===== src/rtl/core/bmd_pkg.sv =====
// ----------------------------------------------------------------------------
// bmd_pkg
// Shared types, constants and register codes for the background motion
// detector.
// ----------------------------------------------------------------------------
`default_nettype none

package bmd_pkg;

  // default parameter values
  localparam int BG_DEPTH_DEF  = 4096;
  localparam int FRAC_BITS_DEF = 8;

  localparam int PIX_W   = 8;   // one colour component
  localparam int DIM_W   = 12;  // frame size registers
  localparam int CNT_W   = 11;  // row and column counters
  localparam int SCALE_W = 3;
  localparam int IDX_W   = 12;  // cell_index field
  localparam int SUM_W   = 10;  // sum of three components
  localparam int CFG_W   = 12;  // widest register
  localparam int CFG_IDX_W = 3;

  localparam logic [DIM_W-1:0] MAX_DIM = 12'd2048;

  // x / 3 for x < 1536 as (x * 683) >> 11
  localparam int DIV3_MUL_W = 20;
  localparam logic [DIV3_MUL_W-1:0] DIV3_MUL = 20'd683;
  localparam int DIV3_SHIFT = 11;

  localparam logic [PIX_W-1:0] SAT_MAX = 8'd255;

  // register reset values
  localparam logic [DIM_W-1:0]   RST_FRAME_WIDTH  = 12'd640;
  localparam logic [DIM_W-1:0]   RST_FRAME_HEIGHT = 12'd480;
  localparam logic [SCALE_W-1:0] RST_SCALE_LOG2   = 3'd4;
  localparam logic [PIX_W-1:0]   RST_ADAPT_STEP   = 8'd26;
  localparam logic [PIX_W-1:0]   RST_BRIGHT_TH    = 8'd20;
  localparam logic [PIX_W-1:0]   RST_COLOUR_TH    = 8'd10;

  typedef enum logic [CFG_IDX_W-1:0] {
    CFG_FRAME_WIDTH  = 3'd0,
    CFG_FRAME_HEIGHT = 3'd1,
    CFG_SCALE_LOG2   = 3'd2,
    CFG_ADAPT_STEP   = 3'd3,
    CFG_BRIGHT_TH    = 3'd4,
    CFG_COLOUR_TH    = 3'd5
  } cfg_reg_t;

  // element 0 red, 1 green, 2 blue
  typedef logic [2:0][PIX_W-1:0] pixel_t;

  // per-cell tags that ride along the pipeline
  typedef struct packed {
    logic             learning;
    logic             untracked;
    logic             last;
    logic [IDX_W-1:0] index;
  } cell_ctrl_t;

endpackage

`default_nettype wire


===== src/rtl/core/bmd_eval.sv =====
// ----------------------------------------------------------------------------
// bmd_eval
// Change measurement against the updated background: channel differences,
// colour and brightness change, thresholds and the result register.
// ----------------------------------------------------------------------------
`default_nettype none

module bmd_eval #(
  parameter int FRAC_BITS = bmd_pkg::FRAC_BITS_DEF,
  localparam int CHW = bmd_pkg::PIX_W + FRAC_BITS
) (
  input  logic                         clk,
  input  logic                         rst,
  input  logic                         in_valid,
  output logic                         can_load,
  input  logic [2:0][CHW-1:0]          in_bg,
  input  bmd_pkg::cell_ctrl_t          in_ctrl,
  input  bmd_pkg::pixel_t              in_pix,
  input  logic [bmd_pkg::PIX_W-1:0]    bright_threshold,
  input  logic [bmd_pkg::PIX_W-1:0]    colour_threshold,
  output logic                         res_valid,
  input  logic                         res_stall,
  output logic [bmd_pkg::PIX_W-1:0]    movement,
  output bmd_pkg::cell_ctrl_t          res_ctrl
);

  import bmd_pkg::*;

  localparam int SW = CHW + 2;   // sum of three backgrounds
  localparam int DW = 10;        // signed channel difference
  localparam int CW = 11;        // colour change before saturation

  // stage A: updated background and pixel
  logic                a_valid;
  logic [2:0][CHW-1:0] a_bg;
  cell_ctrl_t          a_ctrl;
  pixel_t              a_pix;

  // stage B: differences, brightness magnitude and pixel sum
  logic                       b_valid;
  logic signed [2:0][DW-1:0]  b_d;
  logic [SUM_W-1:0]           b_mag;
  logic [SUM_W-1:0]           b_sum;
  cell_ctrl_t                 b_ctrl;

  logic a_move, b_move, o_load;
  logic signed [2:0][DW-1:0] d_a;
  logic [SUM_W-1:0]          sum_a, mag_a;
  logic [SW-1:0]             bgsum_a, psum_a, mag_full;

  logic [CW-1:0]             colch;
  logic [PIX_W-1:0]          colch_sat, mean, brch;
  logic [DIV3_MUL_W-1:0]     prod_b, prod_m;
  logic [PIX_W-1:0]          movement_next;

  assign o_load   = !res_valid || !res_stall;
  assign b_move   = b_valid && o_load;
  assign a_move   = a_valid && (!b_valid || o_load);
  assign can_load = !a_valid || !b_valid || o_load;

  // channel difference truncated toward zero
  always_comb begin
    logic [CHW-1:0] p, dm;
    for (int c = 0; c < 3; c++) begin
      p  = {a_pix[c], {FRAC_BITS{1'b0}}};
      dm = (p >= a_bg[c]) ? p - a_bg[c] : a_bg[c] - p;
      d_a[c] = (p >= a_bg[c]) ? DW'(dm >> FRAC_BITS)
                              : DW'(0) - DW'(dm >> FRAC_BITS);
    end
  end

  assign sum_a    = SUM_W'(a_pix[0]) + SUM_W'(a_pix[1]) + SUM_W'(a_pix[2]);
  assign bgsum_a  = SW'(a_bg[0]) + SW'(a_bg[1]) + SW'(a_bg[2]);
  assign psum_a   = {sum_a, {FRAC_BITS{1'b0}}};
  assign mag_full = (psum_a >= bgsum_a) ? psum_a - bgsum_a : bgsum_a - psum_a;
  assign mag_a    = SUM_W'(mag_full >> FRAC_BITS);

  function automatic logic [CW-1:0] abs_diff(input logic signed [DW-1:0] x,
                                             input logic signed [DW-1:0] y);
    logic signed [CW-1:0] t;
    t = CW'(x) - CW'(y);
    return (t < 0) ? CW'(-t) : CW'(t);
  endfunction

  assign colch     = abs_diff(b_d[0], b_d[1]) + abs_diff(b_d[1], b_d[2]) +
                     abs_diff(b_d[2], b_d[0]);
  assign colch_sat = (colch > CW'(SAT_MAX)) ? SAT_MAX : PIX_W'(colch);
  assign prod_b    = DIV3_MUL_W'(b_mag) * DIV3_MUL;
  assign prod_m    = DIV3_MUL_W'(b_sum) * DIV3_MUL;
  assign brch      = PIX_W'(prod_b >> DIV3_SHIFT);
  assign mean      = PIX_W'(prod_m >> DIV3_SHIFT);

  assign movement_next = (!b_ctrl.learning && !b_ctrl.untracked &&
                          colch_sat > colour_threshold && brch > bright_threshold)
                         ? mean : '0;

  always_ff @(posedge clk) begin
    if (rst) begin
      a_valid   <= 1'b0;
      b_valid   <= 1'b0;
      res_valid <= 1'b0;
    end else begin
      if (can_load) begin
        a_valid <= in_valid;
      end
      if (!b_valid || o_load) begin
        b_valid <= a_valid;
      end
      if (o_load) begin
        res_valid <= b_valid;
      end
    end
  end

  always_ff @(posedge clk) begin
    if (in_valid && can_load) begin
      a_bg   <= in_bg;
      a_ctrl <= in_ctrl;
      a_pix  <= in_pix;
    end
    if (a_move) begin
      b_d    <= d_a;
      b_mag  <= mag_a;
      b_sum  <= sum_a;
      b_ctrl <= a_ctrl;
    end
    if (b_move) begin
      movement <= movement_next;
      res_ctrl <= b_ctrl;
    end
  end

endmodule

`default_nettype wire


===== config.mk =====
export PLATFORM = sky130hd
export DESIGN_NAME = bmd_eval
export DESIGN_NICKNAME = d
export VERILOG_FILES = /design/src/rtl/core/bmd_pkg.sv /design/src/rtl/core/bmd_eval.sv
export SDC_FILE = /design/constraint.sdc
export NUM_CORES = 1
export LEC_CHECK = 0
export ABC_AREA = 1
export BUFFER_PORTS_ARGS = -buffer_cell sky130_fd_sc_hd__buf_4
export CAP_MARGIN = 5
export CORE_ASPECT_RATIO = 1.75
export CORE_MARGIN = 10
export CORE_UTILIZATION = 36
export DETAILED_ROUTE_END_ITERATION = 8
export HOLD_SLACK_MARGIN = 0.05
export PLACE_DENSITY_LB_ADDON = 0.3
export SYNTH_ARGS = -nofsm -noshare
export SYNTH_HDL_FRONTEND = slang
export SYNTH_SLANG_ARGS = --single-unit

===== constraint.sdc =====
create_clock -name clk -period 6.7 [get_ports clk]
set_clock_uncertainty 0.1 [all_clocks]
set_input_delay 1.34 -clock clk [delete_from_list [all_inputs] [get_ports clk]]
set_output_delay 1.34 -clock clk [all_outputs]
set_load 0.05 [all_outputs]

Word level (Yosys, flattened, before mapping)
Cells that the tools add are included.
W data, S select, Z words.
{ "op_classes": {"add_sub_neg": 23, "multipliers": 2, "div_mod_pow": 0, "order_cmp": 10, "n_eq_ne": 0, "shifts": 0, "n_mux": 11, "bitwise_logic": 0, "reduce_logical": 16} }
{ "ops": {"columns": ["op", "count"], "rows": [
  ["$sub A16 B16 Y16", 6],
  ["$ge A16 B16 Y1", 3],
  ["$mux W16", 3],
  ["$mul A10 B10 Y19 const B", 2],
  ["$sub A18 B18 Y18", 2],
  ["$mux W11", 3],
  ["$neg A10 Y11", 3],
  ["$mux W8", 4],
  ["$lt A10 B1 Y1 const B", 3],
  ["$sub A9 B9 Y10", 3],
  ["$sub A1 B8 Y9 const A", 3],
  ["$add A11 B11 Y11", 2],
  ["$add A17 B16 Y18", 1],
  ["$ge A18 B18 Y1", 1],
  ["$mux W18", 1],
  ["$add A16 B16 Y17", 1],
  ["$gt A8 B8 Y1", 2],
  ["$gt A11 B8 Y1 const B", 1],
  ["$add A9 B8 Y10", 1],
  ["$add A8 B8 Y9", 1],
  ["$logic_and A1 B1 Y1", 6],
  ["$logic_not A1 Y1", 6],
  ["$logic_or A1 B1 Y1", 4]
]} }
{ "totals": {"regBits": 175, "latchBits": 0, "ram_bits": 0, "romBits": 0, "in_bits": 107, "output_inout_bits": 25, "word_cells": 92, "memories": 0} }

Logic depth before layout (Yosys ltp)
{ "depth": {"word_depth": 10, "mapped_depth": 34, "ltp_nobuf": 34} }

Worst setup path after synthesis
Ideal clock, no wire load.
{ "synth_timing": {"kind": "in2reg", "from": "in res_stall", "to": "reg a_bg[0] (netlist bit) (enable)", "setup_time_ps": 535, "t_arrival_ps": 5230, "required_time_ps": 6065, "setup_slack_ps": 835, "path_stages": 5, "cell_sequence": "nand2_1 nor2_1 inv_1 nor2_1 nor2_1"} }
{ "synth_via": {"elab_chain_len": 4} }
{ "synth_rtl": {"columns": ["element", "line", "rtl"], "rows": [
  ["start, declared", "bmd_eval.sv:22", "input logic res_stall,"],
  ["$logic_not A1 Y1", "bmd_eval.sv:56", "assign o_load = !res_valid || !res_stall;"],
  ["$logic_or A1 B1 Y1", "bmd_eval.sv:56", null],
  ["$logic_or A1 B1 Y1", "bmd_eval.sv:59", "assign can_load = !a_valid || !b_valid || o_load;"],
  ["$logic_and A1 B1 Y1", "bmd_eval.sv:116", "if (in_valid && can_load) begin"],
  ["end signal, assigned", "bmd_eval.sv:117", "a_bg <= in_bg;"],
  ["end, declared", "bmd_eval.sv:35", "logic [2:0][CHW-1:0] a_bg;"]
]} }
No other way between the ends.
A chain may end at the register's enable or synchronous reset.

Worst setup path after layout
{ "layout_timing": {"from": "reg b_d[2] (netlist bit)", "to": "reg movement[4] (netlist bit) (data pin)"} }
{ "layout_via": {"elab_chain_len": 10, "elab_cells_between_ends": 15, "classes_between": "add/sub: 6; order compare: 4; mux: 3; reduce/logical: 2"} }
{ "layout_rtl": {"columns": ["element", "line", "rtl"], "rows": [
  ["start, declared", "bmd_eval.sv:41", "logic signed [2:0][DW-1:0] b_d;"],
  ["start signal, assigned", "bmd_eval.sv:122", "b_d <= d_a;"],
  ["$sub A9 B9 Y10", "bmd_eval.sv:81", "t = CW'(x) - CW'(y);"],
  ["$neg A10 Y11 / $lt A10 B1 Y1 (equally long branches)", "bmd_eval.sv:82", "return (t < 0) ? CW'(-t) : CW'(t);"],
  ["$mux W11", "bmd_eval.sv:82", null],
  ["$add A11 B11 Y11", "bmd_eval.sv:85", "assign colch = abs_diff(b_d[0], b_d[1]) + abs_diff(b_d[1], b_d[2]) +"],
  ["$add A11 B11 Y11 (*)", "bmd_eval.sv:85", null],
  ["$gt A11 B8 Y1", "bmd_eval.sv:87", "assign colch_sat = (colch > CW'(SAT_MAX)) ? SAT_MAX : PIX_W'(colch);"],
  ["$mux W8 (*)", "bmd_eval.sv:87", null],
  ["$gt A8 B8 Y1 (*)", "bmd_eval.sv:94", "colch_sat > colour_threshold && brch > bright_threshold)"],
  ["$logic_and A1 B1 Y1 (*)", "bmd_eval.sv:93", "assign movement_next = (!b_ctrl.learning && !b_ctrl.untracked &&"],
  ["$logic_and A1 B1 Y1 (*)", "bmd_eval.sv:94", null],
  ["end signal, assigned", "bmd_eval.sv:128", "movement <= movement_next;"],
  ["end, declared", "bmd_eval.sv:23", "output logic [bmd_pkg::PIX_W-1:0] movement,"]
]} }
Mark *: on every way between the ends. The rest lies on a longest branch, timed or not.

==> results.txt <==
Yosys warns = 0
Clock root buffer = clkbuf_16
DR pass1 iterations = 6
Vias per Instance = 4.78
# fillers = 5,023
Rel. slew slack = 44.5%
First-pass GRT wire length = 77,600 um
Gpl congestion = 0.963
Core outline area = 50,600 um^2
Routed len/inst = 15.8 um
Unique cell type count in the Yosys netlist = 54
Final Setup Violations = 0
Setup TNS = 0 ns
Seq/Total Area, Yosys = 28.3%
Diode count = 0
Number of flops mapped to enable cells by yosys = 172
Synthesized area = 18,400 um^2
Max Slew Vio Count = 0
Crit Path Class = reg -> reg
Worst Tran Pin Value = 0.833 ns
Min Tclk post-route = 5.97 ns
GRT Total Usage = 16.1%
Post-CTS Repair Setup Buffers = 0
Post-CTS Resized = 0
Initial antenna violation count = 0
Post-synthesis instance total = 2,274
WHS = 0.322 ns
ANT nets after route = 0
Status = complete, no violations
Die H = 319 um
Vias in the first global route = 15,000
Slowest stage cell, crit path = fa_1
Top FF cell, synth = edfxtp_1
WP data required = 6.92 ns
IO Pins = 132
Vias = 14,800
Max incr delay on CP = 0.53 ns
Crit-path max FO = 9
Clock sinks = 175
Initial Util = 36.4%
TritonCTS Buffers = 17
GRT overflow = 0
Cell taking the most area after synthesis = edfxtp_1
Ys async rst share = 0%
Maximum root-to-sink buffer count = 2
Post-synth top area share = 28.0%
Fin crit share = 89.1%
I/O Buffers = 131
Synth top area cells = edfxtp_1 (28%), ha_1 (17%), nand2_1 (11%), fa_1 (9.2%), inv_1 (8.8%)
Max Freq = 167 MHz
Largest net degree at the start of global routing = 63
CP Capture Type = register
Post-place instance area = 20,100 um^2
Max-Cap Viols = 0
Share of cells above drive strength 1 = 10.4%
Core Rows = 109
Clock Pin Slew Worst Setup and Hold Paths = 0.08 ns
# hold bufs at CTS = 0
Final #Nets = 2,857
Drc violations = 0
DPL Wire Length = 43,100 um
Worst setup SP type = register
Final std cell area, no fill = 20,700 um^2
DIE WIDTH = 191 um
Die area = 61,000 um^2
Skew-Pair Late Insertion Delay = 0.46 ns
Final hold violations = 0
TritonCTS clock tree = built
Critical Path Most Common Cell = nand2_1
Routed wire length = 48,900 um
Area Overhead vs Synth = 12.5%
Syn Area/Cell = 8.11 um^2
Initial drt markers = 681
Synth Register Bits = 175
Critical path arrival = 6.19 ns
H-tree levels = 4
RSZ-0062 raised after global routing = no
Syn_nets = 2,722
Min-Delay Path Class = reg -> reg
[cell usage after synthesis (all sizes together) (4+ instances only)]
| cell type | n |
|---|---|
| xor2 | 76 |
| nor3 | 16 |
| nand4 | 26 |
| edfxtp | 172 |
| nand2 | 554 |
| fa | 85 |
| clkbuf | 4 |
| a21oi | 140 |
| nand3b | 12 |
| xnor2 | 24 |
| a21o | 6 |
| o211ai | 6 |
| o21a | 13 |
| o21ai | 65 |
| nor2 | 163 |
| a211oi | 4 |
| buf | 15 |
| ha | 256 |
| inv | 444 |
| or2 | 7 |
| o21bai | 15 |
| nand3 | 145 |
[flip-flops by register name, summed over array words and instances (netlist names)]
| name | cells |
|---|---|
| a_bg | 48 |
| a_ctrl | 15 |
| a_pix | 24 |
| a_valid | 1 |
| b_ctrl | 15 |
| b_d | 27 |
| b_mag | 10 |
| b_sum | 10 |
| b_valid | 1 |
| movement | 8 |
| res_ctrl | 15 |
| res_valid | 1 |
[critical path, delay by kind of cell, from the launching register on]
kind / cells / cell delay [ns]
AND/OR/NAND/NOR: 15 / 1.66
adder cells (fa/ha/maj): 4 / 1.57
AO/OA/AOI/OAI: 7 / 1.39
flip-flops: 1 / 0.41
buffers and inverters: 4 / 0.38
XOR/XNOR: 2 / 0.31
[per-layer routing]
layer	vias up	wire length [um]	share of wire, %	track usage [%]
li1	7629	-	-	-
met4	0	2100	4.3	7.69
met3	78	1610	3.3	2.20
met5	-	0	0	0
met1	6760	18700	38	16.7
met2	285	26500	54	30.8
[path summary, 6_finish.rpt]
kind / from / cells past startpoint / slack (ns) / to
max: b_d[2] / 32 / 0.73 / movement[4]
min: a_ctrl[2] / 0 / 0.32 / b_ctrl[2]
max reg2reg: b_d[2] / 32 / 0.73 / movement[4]
min reg2reg: a_ctrl[2] / 0 / 0.32 / b_ctrl[2]
[through the flow]
stage	worst slack, ns	util, %	std cells
6_report	0.729	41.0	3088
3_5_place_dp	0.593	39.8	3056
2_1_floorplan	0.835	-	2274
3_3_place_gp	0.757	39.8	3056
5_1_grt	0.114	41.0	3088
4_1_cts	0.575	41.0	3088
[kinds of logic after synthesis]
kind of cell / synth area share (%)
DFF: 28.3
adders and majority gates: 26.6
AOI/OAI and AO/OA: 8.19
xor gates and xnor gates: 4.75
and+or+nand+nor: 22.1
buffers and inverters: 9.99
[final cells by class]
class	count	area [um^2]	area share (%)
Timing Repair Buffer	135	1010	4.89
Tap cell	666	833	4.02
Inverter	447	1680	8.09
Clock buffer	17	425	2.05
Sequential cell	175	5230	25.2
Clock inverter	15	185	0.893
Multi-Input combinational cell	1633	11400	54.9
[layout by cell type (no fill, tap or decap), drive strengths merged]
cell	synthesis	final
a31oi	3	3
nor3	16	16
o211ai	6	6
edfxtp	172	172
a211oi	4	4
a311oi	1	1
a221oi	3	3
nor2	163	163
xnor2	24	24
o311ai	1	1
ha	256	256
nor3b	2	2
clkinvlp	0	1
o2111ai	1	1
a21oi	140	140
a21boi	2	2
dfxtp	3	3
nand4	26	26
buf	15	135
fa	85	85
inv	444	452
a21o	6	6
nand2	554	554
nand3	145	145
and2	2	2
or2	7	7
o221ai	2	2
o21a	13	13
o21bai	15	15
nand3b	12	12
and3	1	1
o21ai	65	65
nor4	2	2
clkbuf	4	17
clkinv	3	9
xor2	76	76
Power is left out: the tool's default activity adds up to more than one toggle a clock period on the data nets, which glitch-free logic cannot reach.
