### src/rtl/core/bmd_pkg.sv
// ----------------------------------------------------------------------------
// bmd_pkg
// Shared types, constants and register codes for the background motion
// detector.
// ----------------------------------------------------------------------------
`default_nettype none

package bmd_pkg;

  // default parameter values
  localparam int BG_DEPTH_DEF  = 4096;
  localparam int FRAC_BITS_DEF = 8;

  localparam int PIX_W   = 8;   // one colour component
  localparam int DIM_W   = 12;  // frame size registers
  localparam int CNT_W   = 11;  // row and column counters
  localparam int SCALE_W = 3;
  localparam int IDX_W   = 12;  // cell_index field
  localparam int SUM_W   = 10;  // sum of three components
  localparam int CFG_W   = 12;  // widest register
  localparam int CFG_IDX_W = 3;

  localparam logic [DIM_W-1:0] MAX_DIM = 12'd2048;

  // x / 3 for x < 1536 as (x * 683) >> 11
  localparam int DIV3_MUL_W = 20;
  localparam logic [DIV3_MUL_W-1:0] DIV3_MUL = 20'd683;
  localparam int DIV3_SHIFT = 11;

  localparam logic [PIX_W-1:0] SAT_MAX = 8'd255;

  // register reset values
  localparam logic [DIM_W-1:0]   RST_FRAME_WIDTH  = 12'd640;
  localparam logic [DIM_W-1:0]   RST_FRAME_HEIGHT = 12'd480;
  localparam logic [SCALE_W-1:0] RST_SCALE_LOG2   = 3'd4;
  localparam logic [PIX_W-1:0]   RST_ADAPT_STEP   = 8'd26;
  localparam logic [PIX_W-1:0]   RST_BRIGHT_TH    = 8'd20;
  localparam logic [PIX_W-1:0]   RST_COLOUR_TH    = 8'd10;

  typedef enum logic [CFG_IDX_W-1:0] {
    CFG_FRAME_WIDTH  = 3'd0,
    CFG_FRAME_HEIGHT = 3'd1,
    CFG_SCALE_LOG2   = 3'd2,
    CFG_ADAPT_STEP   = 3'd3,
    CFG_BRIGHT_TH    = 3'd4,
    CFG_COLOUR_TH    = 3'd5
  } cfg_reg_t;

  // element 0 red, 1 green, 2 blue
  typedef logic [2:0][PIX_W-1:0] pixel_t;

  // per-cell tags that ride along the pipeline
  typedef struct packed {
    logic             learning;
    logic             untracked;
    logic             last;
    logic [IDX_W-1:0] index;
  } cell_ctrl_t;

endpackage

`default_nettype wire

### src/rtl/core/bmd_scan.sv
// ----------------------------------------------------------------------------
// bmd_scan
// Raster position tracking: row, column and cell counters, subsampling
// decision and the store address of the current cell.
// ----------------------------------------------------------------------------
`default_nettype none

module bmd_scan #(
  parameter int BG_DEPTH = bmd_pkg::BG_DEPTH_DEF,
  localparam int AW = $clog2(BG_DEPTH)
) (
  input  logic                          clk,
  input  logic                          rst,
  input  logic                          accept,
  input  logic                          frame_start,
  input  logic [bmd_pkg::DIM_W-1:0]     frame_width,
  input  logic [bmd_pkg::DIM_W-1:0]     frame_height,
  input  logic [bmd_pkg::SCALE_W-1:0]   scale_log2,
  output logic                          sampled,
  output logic [AW-1:0]                 addr,
  output bmd_pkg::cell_ctrl_t           ctrl
);

  import bmd_pkg::*;

  localparam int CCW = $clog2(BG_DEPTH + 1);
  localparam logic [CCW-1:0] DEPTH_C = CCW'(BG_DEPTH);

  function automatic logic [DIM_W-1:0] clamp_dim(input logic [DIM_W-1:0] v);
    if (v == '0) begin
      return DIM_W'(1);
    end else if (v > MAX_DIM) begin
      return MAX_DIM;
    end
    return v;
  endfunction

  logic [CNT_W-1:0] row_count, column_count, row_count_next, column_count_next;
  logic [CNT_W-1:0] row_cur, col_cur;
  logic [CCW-1:0]   cell_count, cell_count_next, cell_cur;
  logic             first_frame, first_frame_next;
  logic [DIM_W-1:0] w_eff, h_eff;
  logic [7:0]       sf;
  logic [6:0]       msk;
  logic             tracked, row_end, col_end;

  assign w_eff    = clamp_dim(frame_width);
  assign h_eff    = clamp_dim(frame_height);
  assign sf       = 8'd1 << scale_log2;
  assign msk      = 7'(sf - 8'd1);

  assign row_cur  = frame_start ? '0 : row_count;
  assign col_cur  = frame_start ? '0 : column_count;
  assign cell_cur = frame_start ? '0 : cell_count;

  assign sampled  = ((row_cur[6:0] & msk) == '0) && ((col_cur[6:0] & msk) == '0);
  assign tracked  = cell_cur < DEPTH_C;
  assign addr     = AW'(cell_cur);

  assign col_end  = ({1'b0, col_cur} + DIM_W'(1)) >= w_eff;
  assign row_end  = ({1'b0, row_cur} + DIM_W'(1)) >= h_eff;

  always_comb begin
    ctrl.learning  = first_frame;
    ctrl.untracked = !tracked;
    ctrl.last      = (({1'b0, row_cur} + DIM_W'(sf)) >= h_eff) &&
                     (({1'b0, col_cur} + DIM_W'(sf)) >= w_eff);
    ctrl.index     = tracked ? IDX_W'(cell_cur) : '0;
  end

  always_comb begin
    column_count_next = col_cur + CNT_W'(1);
    row_count_next    = row_cur;
    cell_count_next   = (sampled && tracked) ? cell_cur + CCW'(1) : cell_cur;
    first_frame_next  = first_frame;
    if (col_end) begin
      column_count_next = '0;
      if (row_end) begin
        row_count_next   = '0;
        cell_count_next  = '0;
        first_frame_next = 1'b0;
      end else begin
        row_count_next = row_cur + CNT_W'(1);
      end
    end
  end

  always_ff @(posedge clk) begin
    if (rst) begin
      row_count    <= '0;
      column_count <= '0;
      cell_count   <= '0;
      first_frame  <= 1'b1;
    end else if (accept) begin
      row_count    <= row_count_next;
      column_count <= column_count_next;
      cell_count   <= cell_count_next;
      first_frame  <= first_frame_next;
    end
  end

endmodule

`default_nettype wire

### config.mk
export PLATFORM = sky130hd
export DESIGN_NAME = bmd_scan
export DESIGN_NICKNAME = d
export VERILOG_FILES = /design/src/rtl/core/bmd_pkg.sv /design/src/rtl/core/bmd_scan.sv
export SDC_FILE = /design/constraint.sdc
export NUM_CORES = 1
export LEC_CHECK = 0
export BUFFER_PORTS_ARGS = -buffer_cell sky130_fd_sc_hd__buf_2
export CORE_MARGIN = 4
export CORE_UTILIZATION = 55
export CTS_CLUSTER_DIAMETER = 50
export DETAILED_ROUTE_END_ITERATION = 6
export GPL_TIMING_DRIVEN = 0
export HOLD_SLACK_MARGIN = 0.1
export PLACE_DENSITY = 0.77
export SLEW_MARGIN = 5
export SYNTH_ARGS = -nofsm -noshare
export SYNTH_HDL_FRONTEND = slang
export SYNTH_SLANG_ARGS = --single-unit
### constraint.sdc
create_clock -name clk -period 4.98 [get_ports clk]
set_clock_uncertainty 0.1 [all_clocks]
set_input_delay 0.498 -clock clk [delete_from_list [all_inputs] [get_ports clk]]
set_output_delay 0.498 -clock clk [all_outputs]
set_load 0.02 [all_outputs]
# Word level (Yosys, flattened, before mapping)
# Index checks and enable logic that the tools add are counted.
# totals
regBits	36
latchBits	0
ramBits	0
rom_bits	0
inputBits	31
word_cells	51
memories	0
# op_classes
add_sub_neg	8
n_mul	0
div	0
n_lt_le_gt_ge	7
eq_ne	0
shifts	1
muxes	20
n_bitwise	2
reduce_logical	9
# op_table
cell	n
2-to-1 mux 12 bit	7
2-to-1 mux 11 bit	5
2-to-1 mux 13 bit	4
greater-or-equal comparator 12 bit	4
adder 11 x 1 -> 12 bit, second input constant	2
adder 11 x 8 -> 12 bit	2
greater-than comparator 12 bit, second input constant	2
logical NOT 12 bit	2
adder 11 x 1 -> 11 bit, second input constant	2
bitwise AND 7 bit	2
logical NOT 7 bit	2
adder 13 x 1 -> 13 bit, second input constant	1
< comparator 13 bit, second input constant	1
left shift 1 x 3 -> 8 bit, first input constant	1
subtractor 7 x 1 -> 7 bit, second input constant	1
2-to-1 mux 1 bit	4
logical AND 1 bit	3
AND reduction 3 bit	1
logical NOT 1 bit	1

# Logic depth before layout (Yosys ltp)
# Gate-level depths: netlist of run 1.
# depth
ltp_word	9
mapped_depth	19

# Worst setup path after synthesis of run 1
# No wires, ideal clock.
# synth_timing
path_kind	input -> output
start	in frame_start
end	out ctrl[12] in the netlist's numbering
arrival_ps	3760
setup_slack_ps	622
path_stages	18
n_path_buf	4
cell_sequence	buf_2 clkbuf_1 clkbuf_1 buf_1 nor2b_1 ha_1 nor2b_1 o21ai_0 a211oi_1 o21ai_0 o22ai_1 xnor2_1 nor2_1 ha_1 a21o_1 a211oi_1 o21ai_0 and3_1
# synth_lines
element	line	text
start: declaration	bmd_scan.sv:15	input logic frame_start,
end: declaration	bmd_scan.sv:21	output bmd_pkg::cell_ctrl_t ctrl

==> results of run 1 <==
[Yosys cell counts, types with 3 or more instances]
master	number	area, um^2
a211oi_1	6	45.04
a21o_1	18	135.1
a21oi_1	40	200.2
a22o_1	4	35.03
a22oi_1	6	45.04
a31oi_1	8	50.05
a32oi_1	3	26.28
and2_1	3	18.77
and3_1	4	25.02
buf_1	5	18.77
buf_2	5	25.02
clkbuf_1	22	82.58
dfxtp_1	36	720.7
ha_1	65	813.3
inv_1	21	78.83
nand2_1	81	304.0
nand2b_1	12	75.07
nand3_1	38	190.2
nand3b_1	3	22.52
nand4_1	11	68.82
nand4b_1	3	26.28
nor2_1	51	191.4
nor2b_1	35	219.0
nor3_1	9	45.04
nor4_1	6	37.54
o211ai_1	3	22.52
o21a_1	3	22.52
o21ai_0	34	170.2
o21ai_1	3	15.01
o22ai_1	6	37.54
o31ai_1	3	22.52
or3_1	10	62.56
xnor2_1	20	175.2
xor2_1	14	122.6
[power breakdown]
group	total, uW	internal (uW)	switching (uW)
combinational	158	58.6	99.7
sequential	294	290	3.86
clock	223	113	110
total	675	462	213
[worst register-to-register path: cells and delay by family, from the launching register on]
kind	cells	cell delay, ns
compound gates	6	1.54
fa+ha+maj	1	0.28
buf+inv	2	0.36
flops	1	0.31
simple gates	7	1.83
[cell usage in the layout (no fill, tap or decap), types with 21 or more instances in the layout]
cell     netlist  final
a21oi_1       40     40
buf_2          5     59
dfxtp_1       36     36
ha_1          65     65
inv_1         21     21
nand2_1       81     81
nand3_1       38     38
nor2_1        51     51
nor2b_1       35     33
o21ai_0       34     33
[kinds of logic after synthesis]
kind of cell,after synthesis,share of synthesized area
buffers and inverters,54,0.04820
adders and majority gates,65,0.1843
xor gates and xnor gates,34,0.06748
and+or+nand+nor,275,0.3096
muxes,2,0.004537
DFF,36,0.1633
AOI/OAI and AO/OA,154,0.2226
[final timing paths]
| path | from | endpoint | cells past startpoint |
|---|---|---|---|
| worst max-delay path | frame_start | ctrl[12] | 18 |
| worst min register to register | first_frame$_SDFFE_PP1P_ | first_frame$_SDFFE_PP1P_ | 1 |
| worst max register to register | row_count[3]$_SDFFE_PP0P_ | cell_count[11]$_SDFFE_PP0P_ | 16 |
| worst min-delay path | first_frame$_SDFFE_PP1P_ | first_frame$_SDFFE_PP1P_ | 1 |
[per-stage QoR]
| stage | setup TNS [ns] | utilization |
|---|---|---|
| after global placement | -7.397 | 0.6194 |
| final | 0 | 0.6340 |
| after CTS | 0 | 0.6318 |
| after global routing | -0.07001 | 0.6340 |
| after detailed placement | -8.824 | 0.6194 |
| after floorplan | 0 | - |
[area by class of cell]
| class | count | share of cell area |
|---|---|---|
| well taps | 102 | 0.02591 |
| inverters | 21 | 0.01601 |
| multi-input cells | 530 | 0.7114 |
| repair buffers | 54 | 0.05488 |
| flip-flops and latches | 36 | 0.1463 |
| plain buffers | 31 | 0.02718 |
| clock buffers | 8 | 0.01829 |
[flip-flops by register name, indices dropped and copies added (netlist names)]
name          flops
row_count        11
cell_count       13
first_frame       1
column_count     11
[metal layers]
layer	part of all wire	wire length, um	global-route usage
met2	0.47	5826	0.4254
met3	0.059	737	0.03589
met4	0.021	261	0.08946
met1	0.45	5673	0.3431
met5	0	0	0
[repair_timing]
item | in CTS | in global routing
gates cloned | 0 | 0
pin swaps | 0 | 1
endpoints found under the setup margin | 15 | 7
resized for setup | 4 | 9
==> results.md, run 1 <==
- Outcome: finished clean
- Detailed-route wire length per cell: 15.98 um
- Drt pass-1 iters: 6
- Yosys cell types: 57
- Critical path launch point type: primary input
- CP required: 4.38 ns
- Cells after Synth: slightly above 600
- Total Power: 675.3 uW
- Residual DRC count: 0
- Die Area: 9521 um^2
- Pin count of the biggest net entering global routing: 19
- # IOs: between 50 and 60
- Hold Path Class: flip-flop to flip-flop
- Area grow syn2layout: 11.60%
- Grt ovf: 0
- Finish-stage setup viols: 0
- Die span in y: ~98 um
- Post-DRT Antenna Nets: 0
- Post-Syn Area per Cell: 7.118 um^2
- Post-synth EDFFs: 0
- Sink Count: 36
- RSZ-0062 raised after global routing: true
- P_leak: about 0.0022 uW
- Ant diodes: 0
- Syn Std Cell Area: 4413 um^2
- DP HPWL: 9.898 mm
- Fill cells: 730
- Crit path kind: primary input to output pin
- Syn nets: 716
- Fin worst setup slack: 0.1257 ns
- Final WL: approximately 12 mm
- Post-synthesis sequential area ratio: 0.1633
- Die width: 97.58 um
- Layout cells sized above 1: 0.1221
- Worst slew pin tran: 0.9574 ns
- Vias: between 4,000 and 5,000
- Biggest cell delay along the critical path: 0.32 ns
- Hold-fix buffers at CTS: 0
- Yosys reg bits: 36
- Setup crit end kind: output pin
- Pwr per Cell Area: 137.1 nW/um^2
- Number of global-route vias before repair: 4,538
- Critical path arrival: 4.26 ns
- 1st-iter DRT viols: 322
- Non-filler cells, final: around 780
- Core area: 7767 um^2
- Placed cells: a little under 800
- Period minus WS final: 4.854 ns
- Initial Utilization: 0.5681
- Peak VDD IR: around 0.00014 V
- Critical path's slowest cell: buf_2
- Cell mode on critical path: o21ai_0
- Ys flop type: dfxtp_1
- Maxcap violations: 0
- Total track usage: 0.2578
- CP delay by family, top: compound AO/OA/AOI/OAI gates
- Fraction of registers with async set/reset: 0
- Hold Vio Cnt, Final: 0
- Pre-CTS setup slack: -0.5682 ns
- Post-CTS Repair Setup Buffers: 0
- TritonCTS Buffers: 5
- Dpl cell area: 4811 um^2
- Pins Over Slew Limit: 0
- Antenna violations before repair: 0
- Number of port buffers: 54
- Worst hold slack: 0.3839 ns
- CTS tree: built
- Placer Congestion: 0.9298
- Yosys warnings: 0
- Worst path cell trace: clkbuf_4, clkbuf_2, buf_2, nor2b_1, ha_1, nor2b_1, o21ai_0, a211oi_1, o21ai_0, o22ai_1, xnor2_1, nor2_1, ha_1, a21o_1, a211oi_1, o21ai_0, and3_1, buf_2
- Worst rel slew slack: 0.3550
- FF-to-FF setup slack: just over 0.5 ns
- Worst-skew pair later-pin latency: approximately 0.29 ns
- Fmax achieved: 0.2060 GHz
- CTS max path bufs: 2
- Post-route cell area: 4925 um^2
- Worst Path Max Fanout: 18
- First-pass GRT wire length: 20.88 mm
- CTS Root Buffer Type: clkbuf_8
- Vias per cell: 6.141
- Multi-input logic area: between 3000 and 4000 um^2
- Buffers & Inverters on Critical Path: 4
- Number of core rows: 32
- CTS H-Tree Depth: 2
- Final net count: just under 800
- Final period util: 0.9748
- CTS clk-pin slew, worst paths: 0.07 ns
- Register area: 720.7 um^2
Note: power is estimated with default switching activity, not from simulation.
==> run 2: changes to the inputs <==
--- a/config.mk
+++ b/config.mk
@@ -13,6 +13,7 @@
 export GPL_TIMING_DRIVEN = 0
 export HOLD_SLACK_MARGIN = 0.1
 export PLACE_DENSITY = 0.77
+export RECOVER_POWER = 50
 export SLEW_MARGIN = 5
 export SYNTH_ARGS = -nofsm -noshare
 export SYNTH_HDL_FRONTEND = slang
==> run 2 against run 1 <==
- combinational power is essentially flat
- hold slack lost 0.0022 ns
- fmax grew 0.43%
- cell area shrank 0.15%
- flip-flop and latch count is the same
- sequential share of layout area is essentially flat
- highest routed layer unchanged
==> results.md, run 2 (synthesis gave the netlist of run 1 again) <==
- Layout cells sized above 1: 0.1132 (was 0.1221)
- Post-route cell area: 4917 um^2 (was 4925 um^2)
- Period minus WS final: 4.834 ns (was 4.854 ns)
- RSZ-0062 raised after global routing: true (unchanged)
- Non-filler cells, final: 782 (unchanged)
- Critical path arrival: 4.24 ns (was 4.26 ns)
- Sequential Power Share: 0.436 (about the same)
- Die Area: 9521 um^2 (unchanged)
- Placer Congestion: 0.9298 (unchanged)
- Placed cells: 776 (unchanged)
- Worst-skew pair later-pin latency: 0.29 ns (about the same)
- Critical path's slowest cell: buf_2 (unchanged)
- Final WL: 12.51 mm (was 12.50 mm)
- Worst Path Max Fanout: 18 (unchanged)
- Die width: 97.58 um (unchanged)
- First-pass GRT wire length: 20.88 mm (unchanged)
- CP required: 4.38 ns (about the same)
- Grt ovf: 0 (unchanged)
- Sw frac: 0.3156 (was 0.3159)
- # IOs: 59 (unchanged)
- CTS Root Buffer Type: clkbuf_8 (unchanged)
- Pins Over Slew Limit: 0 (unchanged)
- Biggest register: cell_count (unchanged)
- P_leak: 0.002216 uW (was 0.002239 uW)
- Number of flip-flops in the largest register: 13 (unchanged)
- Residual DRC count: 0 (unchanged)
- Initial Utilization: 0.5681 (unchanged)
- Pwr per Cell Area: 137.3 nW/um^2 (was 137.1 nW/um^2)
- 1st-iter DRT viols: 303 (was 322)
- Core area: 7767 um^2 (unchanged)
- Hold Path Class: flip-flop to flip-flop (unchanged)
- Ant diodes: 0 (unchanged)
- Drt pass-1 iters: 5 (was 6)
- Cell mode on critical path: o21ai_0 (unchanged)
- Pint: 462.0 uW (about the same)
- Setup crit end kind: output pin (unchanged)
- Number of core rows: 32 (unchanged)
- CTS H-Tree Depth: 2 (unchanged)
- Biggest cell delay along the critical path: 0.32 ns (about the same)
- Dpl cell area: 4811 um^2 (unchanged)
- CTS clk-pin slew, worst paths: 0.07 ns (about the same)
- Critical path launch point type: primary input (unchanged)
- Worst rel slew slack: 0.3750 (was 0.3550)
- Sink Count: 36 (unchanged)
- Pre-CTS setup slack: -0.5682 ns (unchanged)
- Worst path cell trace: clkbuf_4, clkbuf_2, buf_2, nor2b_1, ha_1, nor2b_1, o21ai_0, a211oi_1, o21ai_0, o22ai_1, xnor2_1, nor2_1, ha_1, a21o_1, a211oi_1, o21ai_0, and3_1, buf_2 (unchanged)
- Peak VDD IR: 0.0001390 V (was 0.0001379 V)
- Area grow syn2layout: 11.43% (was 11.60%)
- Buffers & Inverters on Critical Path: 4 (unchanged)
- Final period util: 0.9706 (was 0.9748)
- Total track usage: 0.2578 (unchanged)
- Vias: 4,826 (was 4,802)
- Vias per cell: 6.171 (was 6.141)
- TritonCTS Buffers: 5 (unchanged)
- Crit path kind: primary input to output pin (unchanged)
- Final net count: 775 (unchanged)
- Most frequent cells in the layout: 81 x nand2_1, 65 x ha_1, 53 x buf_2 (was 81 x nand2_1, 65 x ha_1, 59 x buf_2)
- Combinational share of power: 0.235 (was 0.234)
- Number of port buffers: 54 (unchanged)
- Pin count of the biggest net entering global routing: 19 (unchanged)
- CTS tree: built (unchanged)
- Hold Vio Cnt, Final: 0 (unchanged)
- Fmax achieved: 0.2069 GHz (was 0.2060 GHz)
- Worst slew pin tran: 0.9276 ns (was 0.9574 ns)
- Antenna violations before repair: 0 (unchanged)
- Power share of the clock group: 0.329 (was 0.330)
- Switching power total: 213.1 uW (was 213.3 uW)
- Most common cell after layout, fill and taps aside: nand2_1 (unchanged)
- Die span in y: 97.58 um (unchanged)
- CP delay by family, top: compound AO/OA/AOI/OAI gates (unchanged)
- Biggest regs: cell_count x13, column_count x11, row_count x11 (unchanged)
- Fin worst setup slack: 0.1465 ns (was 0.1257 ns)
- Setup_tns: 0 ns (unchanged)
- Number of global-route vias before repair: 4,538 (unchanged)
- Maxcap violations: 0 (unchanged)
- DP HPWL: 9.898 mm (unchanged)
- Finish-stage setup viols: 0 (unchanged)
- Total Power: 675.1 uW (was 675.3 uW)
- Detailed-route wire length per cell: 16.00 um (was 15.98 um)
- Outcome: finished clean (unchanged)
- CTS max path bufs: 2 (unchanged)
- Post-DRT Antenna Nets: 0 (unchanged)
-- run 2: final cells by class --
class / count / area, um^2
Clock buffer: 8 / 90.09
Multi-Input combinational cell: 530 / 3503
Buffer: 31 / 133.9
Inverter: 21 / 78.83
Sequential cell: 36 / 720.7
Timing Repair Buffer: 54 / 262.8
Fill cell: 736 / 2850
Tap cell: 102 / 127.6
-- run 2: path summary, 6_finish.rpt --
path / start / end / slack, ns / cells past startpoint
setup / recovery: frame_start / ctrl[12] / 0.15 / 18
hold / removal: first_frame$_SDFFE_PP1P_ / first_frame$_SDFFE_PP1P_ / 0.38 / 1
setup reg to reg: row_count[3]$_SDFFE_PP0P_ / cell_count[11]$_SDFFE_PP0P_ / 0.50 / 16
hold reg to reg: first_frame$_SDFFE_PP1P_ / first_frame$_SDFFE_PP1P_ / 0.38 / 1
-- run 2: repair_timing --
item	CTS	global route
pin swaps	0	1
endpoints found under the setup margin	15	7
buffers inserted	0	0
hold buffers	0	0
resized for setup	4	9
-- run 2: power groups by stage --
stage	combinational [uW]	clock, uW	sequential, uW
2_1_floorplan	104	0	300
3_3_place_gp	150	0	300
3_5_place_dp	154	0	301
4_1_cts	155	222	294
5_1_grt	179	233	294
6_report	159	222	294
-- run 2: worst reg2reg max path, cell delays in order (launching register included) --
cell       delay, ns
dfxtp_1         0.31
buf_2           0.19
and4b_1         0.24
nand3_1         0.16
or2_2           0.34
clkbuf_1        0.17
or3_1           0.37
a21oi_1         0.22
ha_1            0.29
a21oi_1         0.15
nor2b_1         0.09
a2111oi_2       0.38
o31ai_1         0.20
a31o_1          0.31
a21o_1          0.29
or4_1           0.53
nand3_1         0.09
-- run 2: metrics by stage --
step                utilization  hold slack [ns]
floorplan                     -           0.3278
global placement         0.6194           0.3407
detailed placement       0.6194           0.3520
CTS                      0.6318           0.3682
global route             0.6331           0.3893
finish                   0.6331           0.3817
-- run 2: metal layers --
metal | share of wire | global-route usage | vias up
met5 | 0 | 0 | -
met4 | 0.023 | 0.08946 | 0
met3 | 0.074 | 0.03589 | 27
met2 | 0.46 | 0.4254 | 224
met1 | 0.44 | 0.3431 | 2219
li1 | - | - | 2356
